===== config.mk =====
export PLATFORM = sky130hd
export DESIGN_NAME = delta_list_timer_queue_top
export DESIGN_NICKNAME = d
export VERILOG_FILES = /design/src/hdl/dltq_pkg.sv /design/src/hdl/delta_list_timer_queue_top.sv /design/src/hdl/dltq_cell.sv /design/src/hdl/dltq_ctrl.sv
export SDC_FILE = /design/constraint.sdc
export NUM_CORES = 2
export LEC_CHECK = 0
export BUFFER_PORTS_ARGS = -buffer_cell sky130_fd_sc_hd__buf_2
export CELL_PAD_IN_SITES_DETAIL_PLACEMENT = 0
export CELL_PAD_IN_SITES_GLOBAL_PLACEMENT = 1
export CORE_ASPECT_RATIO = 0.5
export CORE_MARGIN = 5
export CORE_UTILIZATION = 43
export CTS_CLUSTER_SIZE = 10
export DETAILED_ROUTE_END_ITERATION = 8
export PLACE_DENSITY = 0.68
export RECOVER_POWER = 50
export SYNTH_ARGS = -nofsm -noshare
export SYNTH_HDL_FRONTEND = slang
export SYNTH_SLANG_ARGS = --single-unit

===== constraint.sdc =====
create_clock -name clk -period 7.3 [get_ports clk]
set_input_delay 0.365 -clock clk [delete_from_list [all_inputs] [get_ports clk]]
set_output_delay 0.365 -clock clk [all_outputs]
set_load 0.01 [all_outputs]

===== src/hdl/dltq_pkg.sv =====
// Shared types and constants of the delta list timer queue
`timescale 1ns / 1ps

package dltq_pkg;

  localparam int NUM_TIMERS_DEF  = 16;
  localparam int DELAY_WIDTH_DEF = 16;

  localparam int ID_W       = 4;
  localparam int MODE_W     = 2;
  localparam int DELAY_IN_W = 16;
  localparam int STATUS_W   = 2;
  localparam int MAX_OUT    = 16;
  localparam int OUT_CNT_W  = 4;

  localparam logic [MODE_W-1:0] MODE_TICK   = 2'd0;
  localparam logic [MODE_W-1:0] MODE_START  = 2'd1;
  localparam logic [MODE_W-1:0] MODE_CANCEL = 2'd2;

  localparam logic [STATUS_W-1:0] ST_OK           = 2'd0;
  localparam logic [STATUS_W-1:0] ST_START_ACTIVE = 2'd1;
  localparam logic [STATUS_W-1:0] ST_CANCEL_IDLE  = 2'd2;

  localparam logic KIND_STATUS = 1'b0;
  localparam logic KIND_EXPIRY = 1'b1;

  typedef enum logic [2:0] {
    WAVE_NONE,
    WAVE_DEC,
    WAVE_INS,
    WAVE_SHIFT,
    WAVE_SRCH,
    WAVE_PULL
  } wave_op_t;

  typedef struct packed {
    wave_op_t        op;
    logic [ID_W-1:0] slot;
  } wave_t;

  typedef struct packed {
    logic            valid;
    logic [ID_W-1:0] slot;
  } entry_t;

endpackage


===== src/hdl/delta_list_timer_queue_top.sv =====
// Top level of the delta list timer queue: controller and a row of queue cells
//
//  channel  | handshake            | payload
//  ---------+----------------------+------------------------------------------
//  request  | req_valid, req_stall | mode, timer_id, delay_ticks
//  result   | res_valid, res_stall | kind, status, expired_id, last
//
//  Start and cancel pass through S_GAP, a refused one does not; the insert or remove
//  wave then runs down the cell row one cell per cycle, two cells ahead of the next.
//  A tick passes S_DEC_WAIT and S_CHECK when nothing is due; each expiring timer but
//  the last adds S_PULL_WAIT1 and S_PULL_WAIT2, the last S_GAP, set by the removal
//  wave that must pass the second cell before the next head check.
//  Reset clears every cell; a stalled result holds and blocks requests.
`timescale 1ns / 1ps

module delta_list_timer_queue_top #(
  parameter int NUM_TIMERS  = dltq_pkg::NUM_TIMERS_DEF,
  parameter int DELAY_WIDTH = dltq_pkg::DELAY_WIDTH_DEF
) (
  input  logic                              clk,
  input  logic                              rst,
  input  logic                              req_valid,
  output logic                              req_stall,
  input  logic [dltq_pkg::MODE_W-1:0]       mode,
  input  logic [dltq_pkg::ID_W-1:0]         timer_id,
  input  logic [dltq_pkg::DELAY_IN_W-1:0]   delay_ticks,
  output logic                              res_valid,
  input  logic                              res_stall,
  output logic                              kind,
  output logic [dltq_pkg::STATUS_W-1:0]     status,
  output logic [dltq_pkg::ID_W-1:0]         expired_id,
  output logic                              last
);
  import dltq_pkg::*;

  wave_t                  chain       [NUM_TIMERS];
  logic [DELAY_WIDTH-1:0] chain_delta [NUM_TIMERS];
  entry_t                 view        [NUM_TIMERS];
  logic [DELAY_WIDTH-1:0] view_delta  [NUM_TIMERS];

  dltq_ctrl #(
    .NUM_TIMERS  (NUM_TIMERS),
    .DELAY_WIDTH (DELAY_WIDTH)
  ) u_ctrl (
    .clk          (clk),
    .rst          (rst),
    .req_valid    (req_valid),
    .req_stall    (req_stall),
    .mode         (mode),
    .timer_id     (timer_id),
    .delay_ticks  (delay_ticks),
    .res_valid    (res_valid),
    .res_stall    (res_stall),
    .kind         (kind),
    .status       (status),
    .expired_id   (expired_id),
    .last         (last),
    .head         (view[0]),
    .head_delta   (view_delta[0]),
    .second       (view[1]),
    .second_delta (view_delta[1]),
    .carry        (chain[0]),
    .carry_delta  (chain_delta[0])
  );

  for (genvar g = 0; g < NUM_TIMERS; g++) begin : g_cell
    if (g < NUM_TIMERS - 1) begin : g_mid
      dltq_cell #(
        .DELAY_WIDTH (DELAY_WIDTH)
      ) u_cell (
        .clk             (clk),
        .rst             (rst),
        .carry_in        (chain[g]),
        .carry_delta_in  (chain_delta[g]),
        .right           (view[g+1]),
        .right_delta     (view_delta[g+1]),
        .carry_out       (chain[g+1]),
        .carry_delta_out (chain_delta[g+1]),
        .view            (view[g]),
        .view_delta      (view_delta[g])
      );
    end else begin : g_tail
      dltq_cell #(
        .DELAY_WIDTH (DELAY_WIDTH)
      ) u_cell (
        .clk             (clk),
        .rst             (rst),
        .carry_in        (chain[g]),
        .carry_delta_in  (chain_delta[g]),
        .right           ('0),
        .right_delta     ('0),
        .carry_out       (),
        .carry_delta_out (),
        .view            (view[g]),
        .view_delta      (view_delta[g])
      );
    end
  end

endmodule


===== src/hdl/dltq_cell.sv =====
// One queue position: holds an entry and passes waves to its right neighbor
`timescale 1ns / 1ps

module dltq_cell #(
  parameter int DELAY_WIDTH = dltq_pkg::DELAY_WIDTH_DEF
) (
  input  logic                   clk,
  input  logic                   rst,
  input  dltq_pkg::wave_t        carry_in,
  input  logic [DELAY_WIDTH-1:0] carry_delta_in,
  input  dltq_pkg::entry_t       right,
  input  logic [DELAY_WIDTH-1:0] right_delta,
  output dltq_pkg::wave_t        carry_out,
  output logic [DELAY_WIDTH-1:0] carry_delta_out,
  output dltq_pkg::entry_t       view,
  output logic [DELAY_WIDTH-1:0] view_delta
);
  import dltq_pkg::*;

  logic                   valid, valid_next;
  logic [ID_W-1:0]        slot, slot_next;
  logic [DELAY_WIDTH-1:0] delta, delta_next;
  wave_op_t               carry_op, carry_op_next;
  logic [ID_W-1:0]        carry_slot, carry_slot_next;
  logic [DELAY_WIDTH-1:0] carry_delta, carry_delta_next;

  always_comb begin
    valid_next       = valid;
    slot_next        = slot;
    delta_next       = delta;
    carry_op_next    = WAVE_NONE;
    carry_slot_next  = '0;
    carry_delta_next = '0;
    unique case (carry_in.op)
      WAVE_NONE: begin
      end
      WAVE_DEC: begin
        if (valid && delta != '0) begin
          delta_next = delta - 1'b1;
        end
      end
      WAVE_INS: begin
        if (!valid) begin
          valid_next = 1'b1;
          slot_next  = carry_in.slot;
          delta_next = carry_delta_in;
        end else if (carry_delta_in < delta) begin
          slot_next        = carry_in.slot;
          delta_next       = carry_delta_in;
          carry_op_next    = WAVE_SHIFT;
          carry_slot_next  = slot;
          carry_delta_next = delta - carry_delta_in;
        end else begin
          carry_op_next    = WAVE_INS;
          carry_slot_next  = carry_in.slot;
          carry_delta_next = carry_delta_in - delta;
        end
      end
      WAVE_SHIFT: begin
        valid_next = 1'b1;
        slot_next  = carry_in.slot;
        delta_next = carry_delta_in;
        if (valid) begin
          carry_op_next    = WAVE_SHIFT;
          carry_slot_next  = slot;
          carry_delta_next = delta;
        end
      end
      WAVE_SRCH: begin
        if (valid && slot == carry_in.slot) begin
          if (right.valid) begin
            slot_next     = right.slot;
            delta_next    = delta + right_delta;
            carry_op_next = WAVE_PULL;
          end else begin
            valid_next = 1'b0;
          end
        end else if (valid) begin
          carry_op_next   = WAVE_SRCH;
          carry_slot_next = carry_in.slot;
        end
      end
      WAVE_PULL: begin
        if (right.valid) begin
          slot_next     = right.slot;
          delta_next    = right_delta;
          carry_op_next = WAVE_PULL;
        end else begin
          valid_next = 1'b0;
        end
      end
      default: begin
      end
    endcase
  end

  always_ff @(posedge clk) begin
    if (rst) begin
      valid    <= 1'b0;
      carry_op <= WAVE_NONE;
    end else begin
      valid    <= valid_next;
      carry_op <= carry_op_next;
    end
    slot        <= slot_next;
    delta       <= delta_next;
    carry_slot  <= carry_slot_next;
    carry_delta <= carry_delta_next;
  end

  assign carry_out       = '{op: carry_op, slot: carry_slot};
  assign carry_delta_out = carry_delta;
  assign view            = '{valid: valid, slot: slot};
  assign view_delta      = delta;

endmodule


===== src/hdl/dltq_ctrl.sv =====
// Request decode, slot bookkeeping, expiry sequencing and result register
`timescale 1ns / 1ps

module dltq_ctrl #(
  parameter int NUM_TIMERS  = dltq_pkg::NUM_TIMERS_DEF,
  parameter int DELAY_WIDTH = dltq_pkg::DELAY_WIDTH_DEF
) (
  input  logic                              clk,
  input  logic                              rst,
  input  logic                              req_valid,
  output logic                              req_stall,
  input  logic [dltq_pkg::MODE_W-1:0]       mode,
  input  logic [dltq_pkg::ID_W-1:0]         timer_id,
  input  logic [dltq_pkg::DELAY_IN_W-1:0]   delay_ticks,
  output logic                              res_valid,
  input  logic                              res_stall,
  output logic                              kind,
  output logic [dltq_pkg::STATUS_W-1:0]     status,
  output logic [dltq_pkg::ID_W-1:0]         expired_id,
  output logic                              last,
  input  dltq_pkg::entry_t                  head,
  input  logic [DELAY_WIDTH-1:0]            head_delta,
  input  dltq_pkg::entry_t                  second,
  input  logic [DELAY_WIDTH-1:0]            second_delta,
  output dltq_pkg::wave_t                   carry,
  output logic [DELAY_WIDTH-1:0]            carry_delta
);
  import dltq_pkg::*;

  localparam int IDX_W = (NUM_TIMERS > 1) ? $clog2(NUM_TIMERS) : 1;
  localparam int CNT_W = $clog2(NUM_TIMERS + 1);
  localparam int DEXT  = (DELAY_WIDTH > DELAY_IN_W) ? DELAY_WIDTH : DELAY_IN_W;
  localparam logic [DEXT-1:0] DMAX = DEXT'({DELAY_WIDTH{1'b1}});

  typedef enum logic [2:0] {
    S_IDLE,
    S_GAP,
    S_DEC_WAIT,
    S_PULL_WAIT1,
    S_PULL_WAIT2,
    S_CHECK
  } state_t;

  state_t                 state;
  logic [NUM_TIMERS-1:0]  active;
  logic [CNT_W-1:0]       count;
  logic [OUT_CNT_W-1:0]   n_out;
  wave_op_t               carry_op, carry_op_next;
  logic [ID_W-1:0]        carry_slot;

  logic                   out_free;
  logic                   id_ok;
  logic [IDX_W-1:0]       id_idx;
  logic [IDX_W-1:0]       head_idx;
  logic                   active_hit;
  logic                   full;
  logic                   start_ok;
  logic [DEXT-1:0]        delay_ext;
  logic [DELAY_WIDTH-1:0] delay_sat;
  logic                   expiring;
  logic                   final_expiry;
  logic                   accept;
  logic                   emit;
  logic                   res_load;

  assign out_free     = !res_valid || !res_stall;
  assign req_stall    = !(state == S_IDLE && out_free);
  assign id_ok        = {28'd0, timer_id} < 32'(NUM_TIMERS);
  assign id_idx       = IDX_W'(timer_id);
  assign head_idx     = IDX_W'(head.slot);
  assign active_hit   = id_ok && active[id_idx];
  assign full         = count >= CNT_W'(NUM_TIMERS);
  assign start_ok     = id_ok && !active_hit && !full;
  assign delay_ext    = DEXT'(delay_ticks);
  assign delay_sat    = DELAY_WIDTH'((delay_ext > DMAX) ? DMAX : delay_ext);
  assign expiring     = head.valid && head_delta == '0;
  assign final_expiry = (n_out == OUT_CNT_W'(MAX_OUT - 1)) ||
                        !(second.valid && second_delta == '0);
  assign accept       = state == S_IDLE && req_valid && out_free;
  assign emit         = state == S_CHECK && expiring && out_free;
  assign res_load     = emit || (accept && (mode == MODE_START || mode == MODE_CANCEL));

  assign carry = '{op: carry_op, slot: carry_slot};

  always_comb begin
    carry_op_next = WAVE_NONE;
    if (emit) begin
      carry_op_next = WAVE_PULL;
    end else if (accept) begin
      unique case (mode)
        MODE_TICK:   carry_op_next = WAVE_DEC;
        MODE_START:  carry_op_next = start_ok ? WAVE_INS : WAVE_NONE;
        MODE_CANCEL: carry_op_next = active_hit ? WAVE_SRCH : WAVE_NONE;
        default:     carry_op_next = WAVE_NONE;
      endcase
    end
  end

  always_ff @(posedge clk) begin
    if (rst) begin
      state     <= S_IDLE;
      res_valid <= 1'b0;
      active    <= '0;
      count     <= '0;
      n_out     <= '0;
      carry_op  <= WAVE_NONE;
    end else begin
      carry_op <= carry_op_next;
      if (res_load) begin
        res_valid <= 1'b1;
      end else if (!res_stall) begin
        res_valid <= 1'b0;
      end
      unique case (state)
        S_IDLE: begin
          if (accept) begin
            unique case (mode)
              MODE_TICK: begin
                n_out <= '0;
                state <= S_DEC_WAIT;
              end
              MODE_START: begin
                kind       <= KIND_STATUS;
                expired_id <= '0;
                last       <= 1'b1;
                if (start_ok) begin
                  status         <= ST_OK;
                  carry_slot     <= timer_id;
                  carry_delta    <= delay_sat;
                  active[id_idx] <= 1'b1;
                  count          <= count + 1'b1;
                  state          <= S_GAP;
                end else begin
                  status <= ST_START_ACTIVE;
                end
              end
              MODE_CANCEL: begin
                kind       <= KIND_STATUS;
                expired_id <= '0;
                last       <= 1'b1;
                if (active_hit) begin
                  status         <= ST_OK;
                  carry_slot     <= timer_id;
                  carry_delta    <= '0;
                  active[id_idx] <= 1'b0;
                  count          <= count - 1'b1;
                  state          <= S_GAP;
                end else begin
                  status <= ST_CANCEL_IDLE;
                end
              end
              default: begin
              end
            endcase
          end
        end
        S_GAP: begin
          state <= S_IDLE;
        end
        S_DEC_WAIT: begin
          state <= S_CHECK;
        end
        S_PULL_WAIT1: begin
          state <= S_PULL_WAIT2;
        end
        S_PULL_WAIT2: begin
          state <= S_CHECK;
        end
        S_CHECK: begin
          if (!expiring) begin
            state <= S_IDLE;
          end else if (out_free) begin
            kind             <= KIND_EXPIRY;
            status           <= ST_OK;
            expired_id       <= head.slot;
            last             <= final_expiry;
            carry_slot       <= '0;
            carry_delta      <= '0;
            active[head_idx] <= 1'b0;
            count            <= count - 1'b1;
            n_out            <= n_out + 1'b1;
            state            <= final_expiry ? S_GAP : S_PULL_WAIT1;
          end
        end
        default: begin
          state <= S_IDLE;
        end
      endcase
    end
  end

endmodule


==> report_table.html <==
<table>
<tr><th>Metric</th><th>Value</th></tr>
<tr><th colspan="2">Status</th></tr>
<tr><td>Result of the run</td><td>finished, violations left</td></tr>
<tr><td>Failing checks</td><td>max-capacitance violations, max-slew violations</td></tr>
<tr><th colspan="2">CTS</th></tr>
<tr><td>Clock slew at the register clock pins of the worst setup and hold paths</td><td>0.07 ns</td></tr>
<tr><td>Maximum root-to-sink buffer count</td><td>3</td></tr>
<tr><td>Number of sinks on the clock net</td><td>741</td></tr>
<tr><td>TritonCTS buffer count</td><td>87</td></tr>
<tr><td>TritonCTS clock tree</td><td>built</td></tr>
<tr><td>CTS H-Tree Depth</td><td>3</td></tr>
<tr><td>Number of buffers inserted by post-CTS setup repair</td><td>0</td></tr>
<tr><td>Quantity of hold-fixing buffers added after cts</td><td>17</td></tr>
<tr><td># resized after CTS</td><td>0</td></tr>
<tr><td>Source-to-sink clock delay at the later pin of the worst-skew pair</td><td>0.69 ns</td></tr>
<tr><td>Clock tree root driver cell</td><td>clkbuf_16</td></tr>
<tr><th colspan="2">Global route</th></tr>
<tr><td>First-pass GRT wire length</td><td>342 mm</td></tr>
<tr><td>Vias in the first global route</td><td>57709</td></tr>
<tr><td>Total congestion overflow</td><td>0</td></tr>
<tr><td>GRT Util Overall</td><td>26.0%</td></tr>
<tr><td>Number of antenna violations at the first check in global routing</td><td>3</td></tr>
<tr><td>Maximum number of pins on one net before global-route repair</td><td>59</td></tr>
<tr><th colspan="2">Drt</th></tr>
<tr><td>Routed vias</td><td>60462</td></tr>
<tr><td>Iteration count of the initial detailed-routing pass</td><td>5</td></tr>
<tr><td>Vias per cell</td><td>5.90</td></tr>
<tr><td>Met2 WL post-DR</td><td>102 mm</td></tr>
<tr><td>Uppermost metal layer occupied by signal nets</td><td>met4</td></tr>
<tr><td>Wire length on met1</td><td>103 mm</td></tr>
<tr><td>Wirelength, routed</td><td>222 mm</td></tr>
<tr><td>DRC violations left</td><td>0</td></tr>
<tr><td>Remaining antenna violation count after routing</td><td>0</td></tr>
<tr><td>Starting DRC count in detailed routing</td><td>5525</td></tr>
<tr><td>Final routed wire length divided by cell count</td><td>21.6 um</td></tr>
<tr><td>Met3 Wirelength</td><td>11.7 mm</td></tr>
<tr><th colspan="2">Synthesis</th></tr>
<tr><td>Number of synthesized flops with an enable pin</td><td>348</td></tr>
<tr><td>Adder-cell area share of the yosys netlist</td><td>15.3%</td></tr>
<tr><td>Register bit total from synthesis</td><td>741</td></tr>
<tr><td>Multiplexer area fraction after synthesis</td><td>2.73%</td></tr>
<tr><td>Count of different cell masters after synthesis</td><td>99</td></tr>
<tr><td>Dominant cells by area after synthesis</td><td>edfxtp_1 (16%), ha_1 (14%), dfxtp_1 (12%)</td></tr>
<tr><td>Synthesized area divided by synthesized cell count</td><td>8.08 um^2</td></tr>
<tr><td>Post-synth top area cell</td><td>edfxtp_1</td></tr>
<tr><td>Share of the yosys chip area belonging to registers</td><td>27.4%</td></tr>
<tr><td>Share of synthesized registers carrying an async set or reset</td><td>0%</td></tr>
<tr><td>Share of the synthesized area in compound gates (AO/OA/AOI/OAI)</td><td>27.0%</td></tr>
<tr><td>Synthesized instance count</td><td>8255</td></tr>
<tr><td>Syn Nets</td><td>9070</td></tr>
<tr><td>Simple-gate area share of the yosys netlist</td><td>15.8%</td></tr>
<tr><td>Synth Warn #</td><td>0</td></tr>
<tr><td>Post-synthesis cell area</td><td>0.0667 mm^2</td></tr>
<tr><td>Dominant combinational cell family by area after synthesis</td><td>compound AO/OA/AOI/OAI gates</td></tr>
<tr><td>Post-synth top area share</td><td>15.7%</td></tr>
<tr><td>Xor and xnor fraction of the mapped netlist area</td><td>5.26%</td></tr>
<tr><td>Main synth FF type</td><td>dfxtp_1</td></tr>
<tr><th colspan="2">Setup path</th></tr>
<tr><td>Top Family by Delay on Critical Path</td><td>compound AO/OA/AOI/OAI gates</td></tr>
<tr><td>Biggest cell delay along the critical path</td><td>0.97 ns</td></tr>
<tr><td>R2R depth</td><td>9</td></tr>
<tr><td>Crit path launch type</td><td>register</td></tr>
<tr><td>Ordered list of cells on the worst path</td><td>ha_1 -&gt; a21oi_1 -&gt; o211ai_1 -&gt; a221oi_1 -&gt; nand2_1 -&gt; a211oi_1 -&gt; a21oi_1 -&gt; xnor2_1 -&gt; a211oi_1</td></tr>
<tr><td>Worst flop-to-flop path startpoint</td><td>g_cell[8].g_mid.u_cell.view_delta[11]$_DFFE_PP_</td></tr>
<tr><td>R2r setup slk</td><td>2.35 ns</td></tr>
<tr><td>R2R Path End</td><td>g_cell[8].g_mid.u_cell.carry_delta_out[11]$_DFF_P_</td></tr>
<tr><td>CP bufs+invs</td><td>0</td></tr>
<tr><td>Type of destination of the critical path</td><td>register</td></tr>
<tr><td>Maximum fanout along the worst path</td><td>21</td></tr>
<tr><td>Data required time at the worst endpoint</td><td>7.79 ns</td></tr>
<tr><td>Master of the slowest instance on the critical path</td><td>a221oi_1</td></tr>
<tr><td>Type of the worst setup path</td><td>reg2reg</td></tr>
<tr><td>Data arrival time of the worst path</td><td>5.45 ns</td></tr>
<tr><th colspan="2">Timing</th></tr>
<tr><td>Slew at the pin closest to its max-slew limit</td><td>1.84 ns</td></tr>
<tr><td>Worst rel slew slack</td><td>-22.6%</td></tr>
<tr><td>Period Utilization, post-route</td><td>67.9%</td></tr>
<tr><td>Setup WS post-layout</td><td>2.35 ns</td></tr>
<tr><td>Unrepaired setup endpoints after global routing</td><td>no</td></tr>
<tr><td>Final number of hold-violating endpoints</td><td>0</td></tr>
<tr><td>Count of final setup violators</td><td>0</td></tr>
<tr><td>Clock skew</td><td>0.0283 ns</td></tr>
<tr><td>Number of pins exceeding their max-slew limit in the final report</td><td>177</td></tr>
<tr><td>Fmax</td><td>0.202 GHz</td></tr>
<tr><td>Aggregate negative setup slack</td><td>0 ns</td></tr>
<tr><td>Time the worst path needs with I/O delays and setup</td><td>4.95 ns</td></tr>
<tr><th colspan="2">Layout</th></tr>
<tr><td>Final core area utilization</td><td>46.0%</td></tr>
<tr><td>Most common library cell in the layout ignoring fill and taps</td><td>nand2_1</td></tr>
<tr><td>Leading cell types in the layout, fill and taps excluded</td><td>nand2_1 (790), ha_1 (744), inv_1 (740)</td></tr>
<tr><td>Area growth, synth to finish</td><td>6.63%</td></tr>
<tr><td>Final nets</td><td>8912</td></tr>
<tr><td>Layout Cell Area excl Fill</td><td>0.0712 mm^2</td></tr>
<tr><td>Share of cells above drive strength 1</td><td>2.91%</td></tr>
<tr><td>Final Instance Count excl. Fillers</td><td>10248</td></tr>
<tr><td>Final antenna diode count</td><td>0</td></tr>
<tr><th colspan="2">Power and ir drop</th></tr>
<tr><td>Total power divided by cell area</td><td>126 mW/mm^2</td></tr>
<tr><td>Leakage power figure</td><td>28.3 nW</td></tr>
<tr><td>Worst voltage drop across the vdd grid</td><td>0.198 mV</td></tr>
<tr><th colspan="2">Die</th></tr>
<tr><td>Overall die area</td><td>0.164 mm^2</td></tr>
<tr><td>Starting density of the core</td><td>43.2%</td></tr>
<tr><td>IO Count</td><td>36</td></tr>
<tr><td>Vert. Die Dim</td><td>289 um</td></tr>
<tr><td>Chip Width</td><td>567 um</td></tr>
<tr><td>Row count</td><td>102</td></tr>
<tr><td>Placeable Area</td><td>0.155 mm^2</td></tr>
<tr><th colspan="2">Placement</th></tr>
<tr><td>GP Congestion</td><td>0.939</td></tr>
<tr><td>Input/output buffers</td><td>35</td></tr>
<tr><td>Number of placed cells counting well taps</td><td>10071</td></tr>
<tr><td>Worst slack at placement</td><td>2.82 ns</td></tr>
<tr><td>DP HPWL</td><td>173 mm</td></tr>
<tr><td>Placement-stage cell area</td><td>0.0687 mm^2</td></tr>
<tr><th colspan="2">Min path</th></tr>
<tr><td>Class of the tightest hold or removal check</td><td>in2reg</td></tr>
<tr><td>Worst min-delay path startpoint</td><td>timer_id[0]</td></tr>
<tr><td>Hold Crit Depth</td><td>3</td></tr>
<tr><th colspan="2">Run</th></tr>
<tr><td># Max-Cap Violations</td><td>5</td></tr>
</table>
how the worst max path moves through the flow:
| stage | to | startpoint | depth (start not counted) |
|---|---|---|---|
| 4_1_cts | g_cell[4].g_mid.u_cell.view_delta[9]$_DFFE_PP_ | g_cell[3].g_mid.u_cell.carry_op[0]$_SDFF_PP0_ | 12 |
| 2_1_floorplan | g_cell[11].g_mid.u_cell.view_delta[0]$_DFFE_PP_ | g_cell[11].g_mid.u_cell.view_delta[13]$_DFFE_PP_ | 11 |
| 3_3_place_gp | g_cell[4].g_mid.u_cell.view_delta[9]$_DFFE_PP_ | g_cell[3].g_mid.u_cell.carry_op[0]$_SDFF_PP0_ | 12 |
| 6_report | g_cell[8].g_mid.u_cell.carry_delta_out[11]$_DFF_P_ | g_cell[8].g_mid.u_cell.view_delta[11]$_DFFE_PP_ | 9 |
| 5_1_grt | register | u_ctrl.state[2]$_SDFFE_PP0P_ | 10 |
| 3_5_place_dp | g_cell[4].g_mid.u_cell.view_delta[9]$_DFFE_PP_ | g_cell[3].g_mid.u_cell.carry_op[0]$_SDFF_PP0_ | 12 |
where the power goes:
| group | total, mW | internal, mW | switching [mW] |
|---|---|---|---|
| combinational | 0.357 | 0.131 | 0.226 |
| clock | 4.20 | 2.30 | 1.91 |
| sequential | 4.38 | 4.35 | 0.0322 |
| total | 8.94 | 6.78 | 2.16 |
cells by family after synthesis:
logic type / Yosys count
flops: 741
compound gates: 2769
simple gates: 2254
xor+xnor: 401
buf+inv: 1129
mux: 172
fa+ha+maj: 789
cell type report:
| type | count | area (um^2) |
|---|---|---|
| multi-input cells | 6385 | 44100 |
| repair buffers | 138 | 793 |
| fillers | 15714 | 83400 |
| flip-flops and latches | 741 | 18300 |
| clock inverters | 14 | 151 |
| clock buffers | 146 | 2420 |
| inverters | 744 | 2790 |
| well taps | 2080 | 2600 |
worst min-delay path, stage by stage:
cell	delay [ns]
buf_2	0.18
nand2_1	0.08
o21ai_1	0.06
registers in the layout, summed over array words and instances, names as in the netlist, named ones only:
name and cells:
u_ctrl.carry_slot 4, u_ctrl.carry_op 3, u_ctrl.status 2, u_ctrl.last 1, g_cell.g_mid.u_cell.carry_slot 60, u_ctrl.res_valid 1, g_cell.g_mid.u_cell.carry_op 45, u_ctrl.count 5
u_ctrl.kind 1, u_ctrl.expired_id 4, g_cell.g_mid.u_cell.slot 60, g_cell.g_tail.u_cell.slot 4, g_cell.g_mid.u_cell.carry_delta_out 240, g_cell.g_mid.u_cell.view_delta 240, g_cell.g_tail.u_cell.valid 1, u_ctrl.carry_delta 16
u_ctrl.n_out 4, g_cell.g_mid.u_cell.valid 15, u_ctrl.state 3, g_cell.g_tail.u_cell.view_delta 16
routing by layer:
metal	GRT usage, %	vias to the layer above
li1	-	29601
met1	36.2	28895
met2	43.7	1689
met3	2.84	277
met4	5.57	0
met5	0	-
synthesized netlist by cell type, drive strengths merged, types with 112 or more instances:
cell type,n
o21ai,659
a211oi,178
nand3,112
clkbuf,319
a21oi,641
ha,744
a21o,274
mux2i,135
nand2,791
nor2b,127
xor2,170
inv,741
nor3,182
o21bai,118
nor2,541
xnor2,231
a22oi,256
dfxtp,393
edfxtp,348
stage by stage:
stage,total power [mW],hold slack (ns)
floorplan,4.73,0.429
global placement,4.83,0.435
detailed placement,4.83,0.438
CTS,9.06,0.0297
global route,9.27,0.0736
finish,8.94,0.0768
(Power assumes the default switching activity.)
